File: src/rtl/sexpr_token_scanner_core_assert.svh
// Assertion macros for the s-expression token scanner.
// Expect clk and arst_n in the scope of the file that includes this header.
`ifndef SEXPR_TOKEN_SCANNER_CORE_ASSERT_SVH
`define SEXPR_TOKEN_SCANNER_CORE_ASSERT_SVH

// Same-cycle implication, disabled while reset is asserted.
`define STS_ASSERT_IMP(lbl, ante, cons, msg) \
	lbl: assert property (@(posedge clk) disable iff (!arst_n) (ante) |-> (cons)) \
		else $error(msg);

// Next-cycle implication, disabled while reset is asserted.
`define STS_ASSERT_NXT(lbl, ante, cons, msg) \
	lbl: assert property (@(posedge clk) disable iff (!arst_n) (ante) |=> (cons)) \
		else $error(msg);

`endif

File: src/rtl/sts_pkg.sv
// Shared types, codes and helpers of the s-expression token scanner.
// No dependencies; the front end, queue, back end, top and bench use it.
package sts_pkg;

	localparam int STACK_DEPTH_DEF = 64;
	localparam int POS_BITS_DEF    = 16;
	localparam int QUEUE_DEPTH     = 2;
	localparam int RES_SLOTS       = 3;

	localparam logic [15:0] CNT_MAX = 16'hFFFF;

	localparam logic [7:0] CH_LPAREN = 8'h28;
	localparam logic [7:0] CH_RPAREN = 8'h29;
	localparam logic [7:0] CH_DIV    = 8'h2F;
	localparam logic [7:0] CH_MUL    = 8'h2A;
	localparam logic [7:0] CH_MINUS  = 8'h2D;
	localparam logic [7:0] CH_PLUS   = 8'h2B;
	localparam logic [7:0] CH_QUOTE  = 8'h27;

	typedef enum logic [3:0] {
		KIND_LPAREN  = 4'd0,
		KIND_RPAREN  = 4'd1,
		KIND_DIV     = 4'd2,
		KIND_MUL     = 4'd3,
		KIND_MINUS   = 4'd4,
		KIND_PLUS    = 4'd5,
		KIND_QUOTE   = 4'd6,
		KIND_WORD    = 4'd7,
		KIND_UNKNOWN = 4'd8,
		KIND_END     = 4'd9
	} kind_t;

	// Classified byte, passed from the front end to the back end.
	typedef struct packed {
		logic  fin;
		logic  is_letter;
		logic  is_space;
		kind_t tok_kind;
	} item_t;

	typedef struct packed {
		logic full;
		logic valid;
	} q_stat_t;

	typedef struct packed {
		kind_t       kind;
		logic [15:0] start_pos;
		logic [15:0] token_length;
		logic [6:0]  nest_depth;
		logic [15:0] expr_id;
		logic [15:0] token_total;
		logic        overflow;
		logic        last;
	} res_t;

	function automatic logic [15:0] sat_inc16(input logic [15:0] v);
		return (v == CNT_MAX) ? v : v + 16'd1;
	endfunction

endpackage

File: src/rtl/sts_if.sv
// Valid/ready channel interfaces of the s-expression token scanner.
// Source byte channel and token result channel; no dependencies.
interface sts_in_if;
	logic       valid;
	logic       ready;
	logic [7:0] char_byte;
	logic       end_of_text;

	modport source(output valid, char_byte, end_of_text, input ready);
	modport sink(input valid, char_byte, end_of_text, output ready);
endinterface

interface sts_out_if;
	logic        valid;
	logic        ready;
	logic [3:0]  kind;
	logic [15:0] start_pos;
	logic [15:0] token_length;
	logic [6:0]  nest_depth;
	logic [15:0] expr_id;
	logic [15:0] token_total;
	logic        overflow;
	logic        last;

	modport source(output valid, kind, start_pos, token_length, nest_depth, expr_id,
		token_total, overflow, last, input ready);
	modport sink(input valid, kind, start_pos, token_length, nest_depth, expr_id,
		token_total, overflow, last, output ready);
endinterface

File: src/rtl/sts_front.sv
// Front end: accepts source bytes and classifies them into queue items.
// Depends on sts_pkg and sts_in_if.
module sts_front (
	sts_in_if.sink          in_ch,
	input  sts_pkg::q_stat_t q_stat,
	output logic            push,
	output sts_pkg::item_t  push_item
);

	logic [7:0] c;

	assign c         = in_ch.char_byte;
	assign in_ch.ready = !q_stat.full;
	assign push      = in_ch.valid && !q_stat.full;

	always_comb begin
		push_item.fin       = in_ch.end_of_text;
		push_item.is_letter = (c >= 8'h41 && c <= 8'h5A) || (c >= 8'h61 && c <= 8'h7A);
		push_item.is_space  = (c == 8'h20) || (c >= 8'h09 && c <= 8'h0D);
		unique case (c)
			sts_pkg::CH_LPAREN: push_item.tok_kind = sts_pkg::KIND_LPAREN;
			sts_pkg::CH_RPAREN: push_item.tok_kind = sts_pkg::KIND_RPAREN;
			sts_pkg::CH_DIV:    push_item.tok_kind = sts_pkg::KIND_DIV;
			sts_pkg::CH_MUL:    push_item.tok_kind = sts_pkg::KIND_MUL;
			sts_pkg::CH_MINUS:  push_item.tok_kind = sts_pkg::KIND_MINUS;
			sts_pkg::CH_PLUS:   push_item.tok_kind = sts_pkg::KIND_PLUS;
			sts_pkg::CH_QUOTE:  push_item.tok_kind = sts_pkg::KIND_QUOTE;
			default:            push_item.tok_kind = sts_pkg::KIND_UNKNOWN;
		endcase
	end

endmodule

File: src/rtl/sts_fifo.sv
// Short queue of classified items between the front end and the back end.
// Depends on sts_pkg.
module sts_fifo (
	input  logic             clk,
	input  logic             arst_n,
	input  logic             push,
	input  sts_pkg::item_t   push_item,
	input  logic             pop,
	output sts_pkg::q_stat_t q_stat,
	output sts_pkg::item_t   head_item
);

	localparam int D     = sts_pkg::QUEUE_DEPTH;
	localparam int PTR_W = (D > 1) ? $clog2(D) : 1;
	localparam int CNT_W = $clog2(D + 1);

	sts_pkg::item_t    store_q [D];
	logic [PTR_W-1:0]  wr_ptr_q;
	logic [PTR_W-1:0]  rd_ptr_q;
	logic [CNT_W-1:0]  count_q;
	logic              do_push;
	logic              do_pop;

	assign q_stat.full  = (count_q == CNT_W'(D));
	assign q_stat.valid = (count_q != '0);
	assign do_push      = push && !q_stat.full;
	assign do_pop       = pop && q_stat.valid;
	assign head_item    = store_q[rd_ptr_q];

	function automatic logic [PTR_W-1:0] ptr_next(input logic [PTR_W-1:0] p);
		return (p == PTR_W'(D - 1)) ? '0 : p + PTR_W'(1);
	endfunction

	always_ff @(posedge clk or negedge arst_n) begin
		if (!arst_n) begin
			wr_ptr_q <= '0;
			rd_ptr_q <= '0;
			count_q  <= '0;
		end else begin
			if (do_push) wr_ptr_q <= ptr_next(wr_ptr_q);
			if (do_pop) rd_ptr_q <= ptr_next(rd_ptr_q);
			unique case ({do_push, do_pop})
				2'b10:   count_q <= count_q + CNT_W'(1);
				2'b01:   count_q <= count_q - CNT_W'(1);
				default: count_q <= count_q;
			endcase
		end
	end

	always_ff @(posedge clk) begin
		if (do_push) store_q[wr_ptr_q] <= push_item;
	end

endmodule

File: src/rtl/sts_back.sv
// Back end: carries out one queued item per cycle unless held by pending results, keeps
// the id stack and scan state, and drains up to three results per item. Depends on sts_pkg, sts_out_if.
module sts_back #(
	parameter int STACK_DEPTH = sts_pkg::STACK_DEPTH_DEF,
	parameter int POS_BITS    = sts_pkg::POS_BITS_DEF
) (
	input  logic             clk,
	input  logic             arst_n,
	input  sts_pkg::q_stat_t q_stat,
	input  sts_pkg::item_t   head_item,
	output logic             pop,
	sts_out_if.source        out_ch
);

	localparam int LVL_W = $clog2(STACK_DEPTH + 1);
	localparam int IDX_W = $clog2(STACK_DEPTH);
	localparam logic [POS_BITS-1:0] POS_MAX  = '1;
	localparam logic [LVL_W-1:0]    LVL_FULL = LVL_W'(STACK_DEPTH);

	// Stack entries below the top; the top itself lives in top_q.
	logic [15:0]         stk_mem [STACK_DEPTH];

	logic [LVL_W-1:0]    level_q;
	logic [15:0]         top_q;
	logic [15:0]         below_q;
	logic [15:0]         next_id_q;
	logic [POS_BITS-1:0] pos_q;
	logic                word_active_q;
	logic [15:0]         word_start_q;
	logic [15:0]         word_len_q;
	logic [15:0]         word_id_q;
	logic [15:0]         count_q;
	logic                ov_q;

	sts_pkg::res_t       res_q [sts_pkg::RES_SLOTS];
	logic [1:0]          remain_q;
	logic [1:0]          rd_q;

	sts_pkg::item_t      it;
	logic                take;
	logic                tok;
	logic                emit_pend;
	logic                fin_word;
	logic                is_push;
	logic                is_rparen;
	logic                do_push;
	logic                do_pop;
	logic [15:0]         cur_top;
	logic [LVL_W-1:0]    level_n;
	logic [15:0]         top_n;
	logic [15:0]         top_id_n;
	logic                w_active_n;
	logic [15:0]         w_start_n;
	logic [15:0]         w_len_n;
	logic [15:0]         w_id_n;
	logic [15:0]         cnt1;
	logic [15:0]         cnt2;
	logic [POS_BITS-1:0] pos_n;
	logic                ov_n;
	logic [15:0]         next_id_n;
	sts_pkg::res_t       r_pend;
	sts_pkg::res_t       r_tok;
	sts_pkg::res_t       r_fin_word;
	sts_pkg::res_t       r_end;
	sts_pkg::res_t       res_n [sts_pkg::RES_SLOTS];
	logic [1:0]          n;

	assign it   = head_item;
	// Take the next item once the result buffer is empty or empties in this cycle.
	assign take = q_stat.valid && ((remain_q == 2'd0) || (remain_q == 2'd1 && out_ch.ready));
	assign pop  = take;

	always_comb begin
		cur_top   = (level_q == '0) ? 16'd0 : top_q;
		tok       = !it.is_letter && !it.is_space;
		emit_pend = !it.is_letter && word_active_q;
		fin_word  = it.fin && it.is_letter;
		is_push   = tok && (it.tok_kind == sts_pkg::KIND_LPAREN);
		is_rparen = tok && (it.tok_kind == sts_pkg::KIND_RPAREN);
		do_push   = is_push && (level_q != LVL_FULL);
		do_pop    = is_rparen && (level_q != '0);

		level_n = level_q;
		top_n   = top_q;
		if (do_push) begin
			level_n = level_q + LVL_W'(1);
			top_n   = next_id_q;
		end else if (do_pop) begin
			level_n = level_q - LVL_W'(1);
			top_n   = below_q;
		end
		top_id_n  = (level_n == '0) ? 16'd0 : top_n;
		ov_n      = ov_q | (is_push && !do_push);
		next_id_n = is_push ? ((next_id_q == 16'hFFFF) ? 16'd1 : next_id_q + 16'd1)
			: next_id_q;
		pos_n     = (pos_q == POS_MAX) ? pos_q : pos_q + POS_BITS'(1);

		w_active_n = word_active_q;
		w_start_n  = word_start_q;
		w_len_n    = word_len_q;
		w_id_n     = word_id_q;
		if (it.is_letter) begin
			if (!word_active_q) begin
				w_active_n = 1'b1;
				w_start_n  = 16'(pos_q);
				w_len_n    = 16'd1;
				w_id_n     = cur_top;
			end else begin
				w_len_n = sts_pkg::sat_inc16(word_len_q);
			end
		end else begin
			w_active_n = 1'b0;
		end

		cnt1 = emit_pend ? sts_pkg::sat_inc16(count_q) : count_q;
		cnt2 = (tok || fin_word) ? sts_pkg::sat_inc16(cnt1) : cnt1;

		r_pend = '{kind: sts_pkg::KIND_WORD, start_pos: word_start_q,
			token_length: word_len_q, nest_depth: 7'(level_q), expr_id: word_id_q,
			token_total: 16'd0, overflow: ov_q, last: 1'b0};
		// Close paren reports the depth after its pop.
		r_tok = '{kind: it.tok_kind, start_pos: 16'(pos_q), token_length: 16'd1,
			nest_depth: is_rparen ? 7'(level_n) : 7'(level_q), expr_id: cur_top,
			token_total: 16'd0, overflow: ov_q, last: 1'b0};
		r_fin_word = '{kind: sts_pkg::KIND_WORD, start_pos: w_start_n,
			token_length: w_len_n, nest_depth: 7'(level_n), expr_id: w_id_n,
			token_total: 16'd0, overflow: ov_q, last: 1'b0};
		r_end = '{kind: sts_pkg::KIND_END, start_pos: 16'(pos_n), token_length: 16'd0,
			nest_depth: 7'(level_n), expr_id: top_id_n, token_total: cnt2,
			overflow: ov_n, last: 1'b1};

		// Pack results in order: pending word, byte token, final word, end.
		n = 2'd0;
		for (int i = 0; i < sts_pkg::RES_SLOTS; i++) res_n[i] = r_end;
		if (emit_pend) begin
			res_n[n] = r_pend;
			n        = n + 2'd1;
		end
		if (tok) begin
			res_n[n] = r_tok;
			n        = n + 2'd1;
		end
		if (fin_word) begin
			res_n[n] = r_fin_word;
			n        = n + 2'd1;
		end
		if (it.fin) begin
			res_n[n] = r_end;
			n        = n + 2'd1;
		end
		if (n != 2'd0) res_n[n - 2'd1].last = 1'b1;
	end

	always_ff @(posedge clk or negedge arst_n) begin
		if (!arst_n) begin
			level_q       <= '0;
			next_id_q     <= 16'd1;
			pos_q         <= '0;
			word_active_q <= 1'b0;
			word_start_q  <= 16'd0;
			word_len_q    <= 16'd0;
			word_id_q     <= 16'd0;
			count_q       <= 16'd0;
			ov_q          <= 1'b0;
			remain_q      <= 2'd0;
			rd_q          <= 2'd0;
		end else begin
			if (take) begin
				remain_q <= n;
				rd_q     <= 2'd0;
				if (it.fin) begin
					// End of text: start the next text from reset values.
					level_q       <= '0;
					next_id_q     <= 16'd1;
					pos_q         <= '0;
					word_active_q <= 1'b0;
					word_start_q  <= 16'd0;
					word_len_q    <= 16'd0;
					word_id_q     <= 16'd0;
					count_q       <= 16'd0;
					ov_q          <= 1'b0;
				end else begin
					level_q       <= level_n;
					next_id_q     <= next_id_n;
					pos_q         <= pos_n;
					word_active_q <= w_active_n;
					word_start_q  <= w_start_n;
					word_len_q    <= w_len_n;
					word_id_q     <= w_id_n;
					count_q       <= cnt2;
					ov_q          <= ov_n;
				end
			end else if (out_ch.valid && out_ch.ready) begin
				remain_q <= remain_q - 2'd1;
				rd_q     <= rd_q + 2'd1;
			end
		end
	end

	// Stack top, the entry below it, the stack memory and the result buffer.
	always_ff @(posedge clk) begin
		if (take) begin
			top_q <= top_n;
			if (do_push) begin
				if (level_q != '0) stk_mem[IDX_W'(level_q - LVL_W'(1))] <= top_q;
				below_q <= top_q;
			end else if (do_pop && level_q >= LVL_W'(3)) begin
				below_q <= stk_mem[IDX_W'(level_q - LVL_W'(3))];
			end
			res_q <= res_n;
		end
	end

	assign out_ch.valid        = (remain_q != 2'd0);
	assign out_ch.kind         = res_q[rd_q].kind;
	assign out_ch.start_pos    = res_q[rd_q].start_pos;
	assign out_ch.token_length = res_q[rd_q].token_length;
	assign out_ch.nest_depth   = res_q[rd_q].nest_depth;
	assign out_ch.expr_id      = res_q[rd_q].expr_id;
	assign out_ch.token_total  = res_q[rd_q].token_total;
	assign out_ch.overflow     = res_q[rd_q].overflow;
	assign out_ch.last         = res_q[rd_q].last;

endmodule

File: src/rtl/sexpr_token_scanner_core.sv
// A byte is held in the item queue, then its results are registered in the back end's result buffer.
// Throughput: one byte per cycle while no item gives more than one result and the port is ready;
// an item with more results holds the result port until all are taken (an item gives 0 to 3).
// The two-entry item queue lets input and output stall independently.
// Reset: asynchronous arst_n clears queue, scan state and result buffer;
// the id stack memory is not cleared.
`include "sexpr_token_scanner_core_assert.svh"

module sexpr_token_scanner_core #(
	parameter int STACK_DEPTH = sts_pkg::STACK_DEPTH_DEF,
	parameter int POS_BITS    = sts_pkg::POS_BITS_DEF
) (
	input  logic      clk,
	input  logic      arst_n,
	sts_in_if.sink    in_ch,
	sts_out_if.source out_ch
);

	sts_pkg::q_stat_t q_stat;
	sts_pkg::item_t   push_item;
	sts_pkg::item_t   head_item;
	logic             push;
	logic             pop;

	sts_front u_front (
		.in_ch     (in_ch),
		.q_stat    (q_stat),
		.push      (push),
		.push_item (push_item)
	);

	sts_fifo u_fifo (
		.clk       (clk),
		.arst_n    (arst_n),
		.push      (push),
		.push_item (push_item),
		.pop       (pop),
		.q_stat    (q_stat),
		.head_item (head_item)
	);

	sts_back #(
		.STACK_DEPTH (STACK_DEPTH),
		.POS_BITS    (POS_BITS)
	) u_back (
		.clk       (clk),
		.arst_n    (arst_n),
		.q_stat    (q_stat),
		.head_item (head_item),
		.pop       (pop),
		.out_ch    (out_ch)
	);

	`STS_ASSERT_IMP(a_end_is_last, out_ch.valid && out_ch.kind == sts_pkg::KIND_END, out_ch.last, "end result not marked last")
	`STS_ASSERT_IMP(a_total_only_end, out_ch.valid && out_ch.kind != sts_pkg::KIND_END, out_ch.token_total == 16'd0, "token total on non-end result")
	`STS_ASSERT_NXT(a_full_blocks, q_stat.full && !pop, !in_ch.ready, "input ready while queue stays full")
	`STS_ASSERT_IMP(a_pop_has_item, pop, q_stat.valid, "back end pops an empty queue")

endmodule

File: src/flat_wrapper.sv
// flat-port wrapper written by rule: the top's interface ports become plain ports
module sexpr_token_scanner_core_flat 
#(
	parameter int STACK_DEPTH = sts_pkg::STACK_DEPTH_DEF,
	parameter int POS_BITS    = sts_pkg::POS_BITS_DEF
)
  (clk, arst_n, in_ch_valid, in_ch_char_byte, in_ch_end_of_text, in_ch_ready, out_ch_valid, out_ch_kind, out_ch_start_pos, out_ch_token_length, out_ch_nest_depth, out_ch_expr_id, out_ch_token_total, out_ch_overflow, out_ch_last, out_ch_ready);
  sts_in_if in_ch_i ();
  sts_out_if out_ch_i ();
  input  logic clk;
  input  logic arst_n;
  input wire logic [$bits(in_ch_i.valid)-1:0] in_ch_valid;
  input wire logic [$bits(in_ch_i.char_byte)-1:0] in_ch_char_byte;
  input wire logic [$bits(in_ch_i.end_of_text)-1:0] in_ch_end_of_text;
  output wire logic [$bits(in_ch_i.ready)-1:0] in_ch_ready;
  output wire logic [$bits(out_ch_i.valid)-1:0] out_ch_valid;
  output wire logic [$bits(out_ch_i.kind)-1:0] out_ch_kind;
  output wire logic [$bits(out_ch_i.start_pos)-1:0] out_ch_start_pos;
  output wire logic [$bits(out_ch_i.token_length)-1:0] out_ch_token_length;
  output wire logic [$bits(out_ch_i.nest_depth)-1:0] out_ch_nest_depth;
  output wire logic [$bits(out_ch_i.expr_id)-1:0] out_ch_expr_id;
  output wire logic [$bits(out_ch_i.token_total)-1:0] out_ch_token_total;
  output wire logic [$bits(out_ch_i.overflow)-1:0] out_ch_overflow;
  output wire logic [$bits(out_ch_i.last)-1:0] out_ch_last;
  input wire logic [$bits(out_ch_i.ready)-1:0] out_ch_ready;
  assign in_ch_i.valid = in_ch_valid;
  assign in_ch_i.char_byte = in_ch_char_byte;
  assign in_ch_i.end_of_text = in_ch_end_of_text;
  assign in_ch_ready = in_ch_i.ready;
  assign out_ch_valid = out_ch_i.valid;
  assign out_ch_kind = out_ch_i.kind;
  assign out_ch_start_pos = out_ch_i.start_pos;
  assign out_ch_token_length = out_ch_i.token_length;
  assign out_ch_nest_depth = out_ch_i.nest_depth;
  assign out_ch_expr_id = out_ch_i.expr_id;
  assign out_ch_token_total = out_ch_i.token_total;
  assign out_ch_overflow = out_ch_i.overflow;
  assign out_ch_last = out_ch_i.last;
  assign out_ch_i.ready = out_ch_ready;
  sexpr_token_scanner_core #(.STACK_DEPTH(STACK_DEPTH), .POS_BITS(POS_BITS)) u_core (.clk(clk), .arst_n(arst_n), .in_ch(in_ch_i), .out_ch(out_ch_i));
endmodule
File: config.mk
export PLATFORM = sky130hd
export DESIGN_NAME = sexpr_token_scanner_core_flat
export DESIGN_NICKNAME = d
export VERILOG_FILES = /design/src/rtl/sts_pkg.sv /design/src/rtl/sts_if.sv /design/src/rtl/sts_front.sv /design/src/rtl/sts_fifo.sv /design/src/rtl/sts_back.sv /design/src/rtl/sexpr_token_scanner_core.sv /design/src/flat_wrapper.sv
export VERILOG_INCLUDE_DIRS = /design/src /design/src/rtl
export SDC_FILE = /design/constraint.sdc
export NUM_CORES = 2
export LEC_CHECK = 0
export ABC_CLOCK_PERIOD_IN_PS = 20000
export BUFFER_PORTS_ARGS = -buffer_cell sky130_fd_sc_hd__buf_2
export CORE_ASPECT_RATIO = 0.75
export CORE_MARGIN = 2
export CORE_UTILIZATION = 35
export DETAILED_ROUTE_END_ITERATION = 16
export PLACE_DENSITY_LB_ADDON = 0.25
export SYNTH_ARGS = -nofsm -noshare
export SYNTH_HDL_FRONTEND = slang
export SYNTH_SLANG_ARGS = --single-unit
File: constraint.sdc
create_clock -name clk -period 20 [get_ports clk]
set_input_delay 3 -clock clk [delete_from_list [all_inputs] [get_ports clk]]
set_output_delay 3 -clock clk [all_outputs]
set_load 0.05 [all_outputs]
# Word-level counts from Yosys, hierarchy flattened
# Memories as Yosys holds them, arrays and structs flattened.
# Index checks and enable logic that the tools add are counted.
[totals]
reg_bits = 376
latch_bits = 0
ramBits = 1038
rom_bits = 0
in_bits = 13
out_inout_bits = 79
mem_count = 2
[mem_list]
columns = ["memory", "words", "width", "rd", "rd_clocked_by_memory_dff", "write_ports", "line_no", "rtl"]
rows = [
  ["u_core.u_back.stk_mem", 64, 16, 1, 0, 1, "sts_back.sv:21", "logic [15:0] stk_mem [STACK_DEPTH];"],
  ["u_core.u_fifo.store_q", 2, 7, 1, 0, 1, "sts_fifo.sv:17", "sts_pkg::item_t store_q [D];"],
]
[op_classes]
addsub = 18
mul = 0
div = 0
magnitude_cmp = 16
n_eq_ne = 19
shift = 0
n_mux = 71
bitwise = 6
reduce_logical = 44
[op_table]
columns = ["op", "count"]
rows = [
  ["bitwise mux 231 bit", 4],
  ["two-way mux 231 bit", 4],
  ["demux 77 bit (select 2 bit)", 4],
  ["two-way mux 77 bit", 6],
  ["two-way mux 16 bit", 26],
  ["binary-select mux 77 bit (select 2 bit)", 1],
  ["adder 16 x 1 -> 16 bit, second input constant", 5],
  ["equality test 16 bit, second input constant", 5],
  ["equality test 8 x 6 -> 1 bit, second input constant", 8],
  ["two-way mux 7 bit", 4],
  ["case mux 4 bit (7 select lines)", 1],
  ["logical AND 1 bit", 22],
  [">= comparator 8 x 7 -> 1 bit, second input constant", 2],
  ["less-or-equal comparator 8 x 7 -> 1 bit, second input constant", 2],
  [">= comparator 3 bit, second input constant", 5],
  ["NOT 2 -> 3 bit", 5],
  ["zero test 7 bit", 2],
  ["two-way mux 2 bit", 7],
  ["nonzero test 2 bit", 7],
  ["two-way mux 1 bit", 13],
  ["< comparator 3 x 1 -> 1 bit, second input constant", 4],
  ["adder 2 x 1 -> 2 bit, second input constant", 5],
  [">= comparator 8 x 4 -> 1 bit, second input constant", 1],
  ["less-or-equal comparator 8 x 4 -> 1 bit, second input constant", 1],
  ["18 further kinds", 30],
]

# Depth between registers and ports, before layout
# An unclocked memory read counts as a cell.
[depth]
depth_word = 18
ltp_mapped = 18
ltp_nobuf = 13

# Cells and area by module
# A second synthesis with hierarchy kept.
[unflattened]
cells_unflattened = 3777
hier_area_um2 = 60429.2
[by_module_without_submodules]
columns = ["module", "n_inst", "cells_per_inst", "area_per_inst_um2", "seq_area_each_um2"]
rows = [
  ["sts_back", 1, 3708, 59530.8, 41315.9],
  ["sts_fifo", 1, 40, 703.2, 520.5],
  ["sts_front", 1, 29, 195.2, 0.0],
]

# Worst setup path after synthesis
# OpenSTA, ideal clock, no wires.
[synth_path]
kind = "input port to flip-flop"
startpoint = "in out_ch_ready"
endpoint = "reg u_core.u_fifo.count_q[1]"
arrival_ps = 12104
t_required_ps = 19921
setup_slack_ps = 7817
path_stages = 9
path_buffers = 3
path_cell_list = "a21oi_1 or2_2 clkbuf_1 inv_1 clkbuf_1 buf_1 ha_1 nor2_1 xor2_1"
[synth_between]
elab_chain_len = 6
[synth_lines]
columns = ["element", "line_no", "rtl"]
rows = [
  ["start: declaration", "flat_wrapper.sv:25", "input wire logic [$bits(out_ch_i.ready)-1:0] out_ch_ready;"],
  ["logical AND 1 bit (*)", "sts_back.sv:70", "assign take = q_stat.valid && ((remain_q == 2'd0) || (remain_q == 2'd1 && out_ch.ready));"],
  ["logical OR 1 bit (*)", "sts_back.sv:70", ""],
  ["logical AND 1 bit (*)", "sts_back.sv:70", ""],
  ["net u_core.pop", "sexpr_token_scanner_core.sv:23", "logic pop;"],
  ["logical AND 1 bit (*)", "sts_fifo.sv:27", "assign do_pop = pop && q_stat.valid;"],
  ["equality test 2 x 1 -> 1 bit / equality test 2 bit (equally long branches)", "sts_fifo.sv:42", "unique case ({do_push, do_pop})"],
  ["case mux 2 bit (2 select lines) / nonzero test 2 bit (equally long branches)", "--", ""],
  ["end signal: assignment", "sts_fifo.sv:43", "2'b10: count_q <= count_q + CNT_W'(1);"],
  ["end signal: assignment", "sts_fifo.sv:44", "2'b01: count_q <= count_q - CNT_W'(1);"],
  ["end signal: assignment", "sts_fifo.sv:45", "default: count_q <= count_q;"],
  ["end: declaration", "sts_fifo.sv:20", "logic [CNT_W-1:0] count_q;"],
]
# The timed path passes the listed nets; every way through them passes the cells marked *.
# A chain may end at the register's enable or synchronous reset.

# Worst setup path after layout
[layout_path]
startpoint = "reg u_core.u_back.rd_q[1]"
endpoint = "out out_ch_nest_depth[0]"
[layout_between]
elab_chain_len = 4
[layout_lines]
columns = ["element", "line_no", "rtl"]
rows = [
  ["start: declaration", "sts_back.sv:37", "logic [1:0] rd_q;"],
  ["start signal: assignment", "sts_back.sv:195", "rd_q <= rd_q + 2'd1;"],
  ["NOT 2 -> 3 bit (not written as such)", "sts_back.sv:218", "assign out_ch.nest_depth = res_q[rd_q].nest_depth;"],
  ["binary-select mux 77 bit (select 2 bit)", "sts_back.sv:218", ""],
  ["two-way mux 77 bit (2 in series)", "--", ""],
  ["end: declaration", "flat_wrapper.sv:20", "output wire logic [$bits(out_ch_i.nest_depth)-1:0] out_ch_nest_depth;"],
]
# Every way passes these cells. The select of a mux whose other input is x is not followed.

==> impl_metrics.csv <==
group,metric,value,unit
routing,drt_wl_total,166,mm
routing,avgRoutedWirePerCell,26.5,um
clock_network,clk_latency,0.78,ns
clock_network,cts.clk_slew.worst_paths,0.06,ns
critical_path,worstSetupPathType,"flip-flop to primary output",
power_and_ir_drop,power.total,11.2,mW
critical_path,cp_top_family,"buffers and inverters",
cells_and_area,stdcell_count,6268,
placement,placed_cell_area,63800,um^2
logic_synthesis,avgSynthCellArea,15.9,um^2
routing,viasPerCell,5.63,
critical_path,crit_buf_inv,3,
cells_and_area,fin_util,39.7,%
logic_synthesis,syn_inst,3791,
cells_and_area,synthToLayoutAreaGrowth,13.1,%
routing,num_vias,35280,
clock_network,cts_resized,0,
critical_path,cp_max_fo,49,
die,rows,132,
routing,first_pass_iters,6,
sta,setup_viol,0,
global_route,grt.total_usage,18.7,%
logic_synthesis,synth.yosys.seq_area_share,69.2,%
clock_network,cts.htree.levels,4,
critical_path,cp.arrival,3.94,ns
placement,place.detailed.hpwl,96.9,mm
placement,place_inst,6020,
sta,tightest_slew,1.18,ns
clock_network,cts_hold_buf,0,
cells_and_area,finalInstanceArea,68400,um^2
logic_synthesis,ys_seq_elements,1412,
sta,finalCritPeriodShare,34.7,%
logic_synthesis,syn-num-nets,3822,
cells_and_area,drive_gt1_share,20.7,%
critical_path,end_kind,"primary output",
sta,max_slew_margin,21.1,%
sta,drv_slew,0,
critical_path,crit_top_cell,"buf_4",
min_path,hold_start,"u_core.u_fifo.wr_ptr_q",
sta,hold_viol_final,0,
min_path,hp-class,"flip-flop to flip-flop",
sta,setup_tns,0,ns
sta,max_freq,144,MHz
logic_synthesis,synth_area_leaders,"edfxtp_1 65%, mux4_2 12%, dfrtp_1 4.6%",
sta,fin_skew,0.0293,ns
cells_and_area,layout.nets,3916,
clock_network,cts_root_buf,"clkbuf_16",
logic_synthesis,dominantRegCellSynth,"edfxtp_1",
global_route,grt_first_pass_wirelength,243,mm
critical_path,worst_setup_path_start_kind,"flip-flop",
sta,grt_setup_unrepaired,"no",
job,maxCapViolCount,0,
placement,numPortBuffers,91,
clock_network,post_cts_buffers,0,
critical_path,crit_chain,"buf_4 -> nor2b_4 -> buf_4 -> nand2_1 -> o21ai_0 -> buf_2",
sta,finalCriticalPeriod,6.94,ns
routing,drtIter0Drc,4207,
logic_synthesis,ys_warn_count,0,
global_route,gr-total-overflow,0,
global_route,grt_max_degree,102,
placement,place.gp.congestion,0.842,
critical_path,timing.rr.start,"u_core.u_back.level_q[0]",
die,die_area,176000,um^2
logic_synthesis,yosysTopAreaCell,"edfxtp_1",
clock_network,cts_sinks,1412,
routing,drc,0,
clock_network,cts.path.max_buffers,3,
clock_network,cts_tree,"done",
critical_path,crit_required,17.00,ns
global_route,grt_antenna_before_repair,11,
die,die_y,364,um
run_status,status,"complete, no violations",
critical_path,cp_slowest_cell,"dfrtp_4",
logic_synthesis,yosysUniqueCellTypes,88,
die,core_area,172000,um^2
power_and_ir_drop,p_leak,21.6,nW
logic_synthesis,async_reset_ff_share,8.00,%
power_and_ir_drop,power_density,163,nW/um^2
die,initial_core_util,35.1,%
critical_path,max_stage_delay,1.12,ns
routing,ant_nets,0,
die,die_x,484,um
global_route,grt_pass1_vias,34180,
logic_synthesis,syn_area,60500,um^2
die,ios,92,
clock_network,cts_buffers,141,
logic_synthesis,synth.top_cell.area_share,64.5,%
critical_path,cp-startpoint,"u_core.u_back.rd_q[1]",
logic_synthesis,synth-edff-count,1299,
power_and_ir_drop,worst_ir_drop_vdd,0.165,mV
through the flow:
step | hold WS (ns) | setup slack (ns)
detailed placement | 0.482 | 13.41
finish | 0.489 | 13.06
global route | 0.528 | 12.92
CTS | 0.496 | 12.87
global placement | 0.478 | 13.37
floorplan | 0.461 | 7.82
final timing paths:
path | cells past startpoint | endpoint | slack, ns
setup / recovery | 6 | out_ch_nest_depth[0] | 13.06
hold / removal | 1 | u_core.u_fifo.wr_ptr_q | 0.49
setup reg to reg | 9 | u_core.u_back.below_q[5] | 13.99
hold reg to reg | 1 | u_core.u_fifo.wr_ptr_q | 0.49
max in group asynchronous | 2 | u_core.u_fifo.count_q[1] | 16.48
min in group asynchronous | 1 | u_core.u_back.count_q[6] | 2.25
sequential cells by signal, indices dropped and copies added, names as in the netlist, 14 cells and up:
signal and flops:
u_core.u_back.below_q 16, u_core.u_back.count_q 16, u_core.u_back.next_id_q 16, u_core.u_back.pos_q 16, u_core.u_back.res_q 229, u_core.u_back.stk_mem 1024, u_core.u_back.top_q 16, u_core.u_back.word_id_q 16
u_core.u_back.word_len_q 16, u_core.u_back.word_start_q 16, u_core.u_fifo.store_q 14
cells in the final DEF, fill, tap and decap left out, drive strengths merged, types with 77 or more instances in the layout:
master	instances
nor2	280
buf	197
mux4	320
clkbuf	164
nand3	77
dfrtp	112
a21oi	106
edfxtp	1299
nand2	368
mux2i	126
o21ai	283
power by group:
part | leakage, nW | internal, mW | switching, mW
clock network | 2.23 | 1.52 | 1.16
registers | 13.4 | 3.88 | 0.195
logic | 6.01 | 1.37 | 3.04
total | 21.6 | 6.77 | 4.40
cell usage after synthesis, types with 25 or more instances:
master and n:
nand2_1 368, a22oi_1 28, xor2_1 32, nand3_1 77
xnor2_1 34, a32oi_1 36, mux2i_1 126, a22o_1 34
dfrtp_1 112, edfxtp_1 1299, o21ai_0 258, inv_1 30
clkbuf_1 180, buf_1 36, nor2_1 276, mux4_2 320
nor3_1 43, and3_1 25, o22ai_1 48, a21oi_1 105
area by class of cell:
class / count / area, um^2
antenna: 1 / 2.50
sequential: 1412 / 41800
inverter: 34 / 135
clock buffer: 164 / 3660
clock inverter: 83 / 931
multi-input combinational: 2099 / 17700
timing repair buffer: 197 / 1270
tap: 2278 / 2850
fill: 15712 / 104000
worst register-to-register path, delay by kind of cell, from the launching register on:
| family | cells | cell delay (ns) |
|---|---|---|
| buffers and inverters | 3 | 2.26 |
| muxes | 3 | 1.39 |
| AOI/OAI and AO/OA | 2 | 0.23 |
| adders and majority gates | 1 | 0.86 |
| DFF | 1 | 0.99 |
routing by layer:
| metal | share of wire (%) | up-vias | global-route usage (%) |
|---|---|---|---|
| met2 | 43 | 1414 | 27.1 |
| met3 | 7.5 | 207 | 3.26 |
| met4 | 1.9 | 2 | 4.59 |
| li1 | - | 15195 | - |
| met1 | 47 | 18462 | 29.0 |
| met5 | 0.0078 | - | 0 |
cells by family (layout without fill, tap and decap cells):
family | Yosys count | after routing | synth area share, %
buf+inv | 280 | 478 | 1.84
mux | 470 | 470 | 14.5
fa+ha+maj | 18 | 18 | 0.385
compound gates | 640 | 640 | 6.55
xor+xnor | 66 | 66 | 0.956
flops | 1412 | 1412 | 69.2
other cells | 0 | 1 | 0
simple gates | 905 | 905 | 6.62
Power figures use the tool's default switching activity.
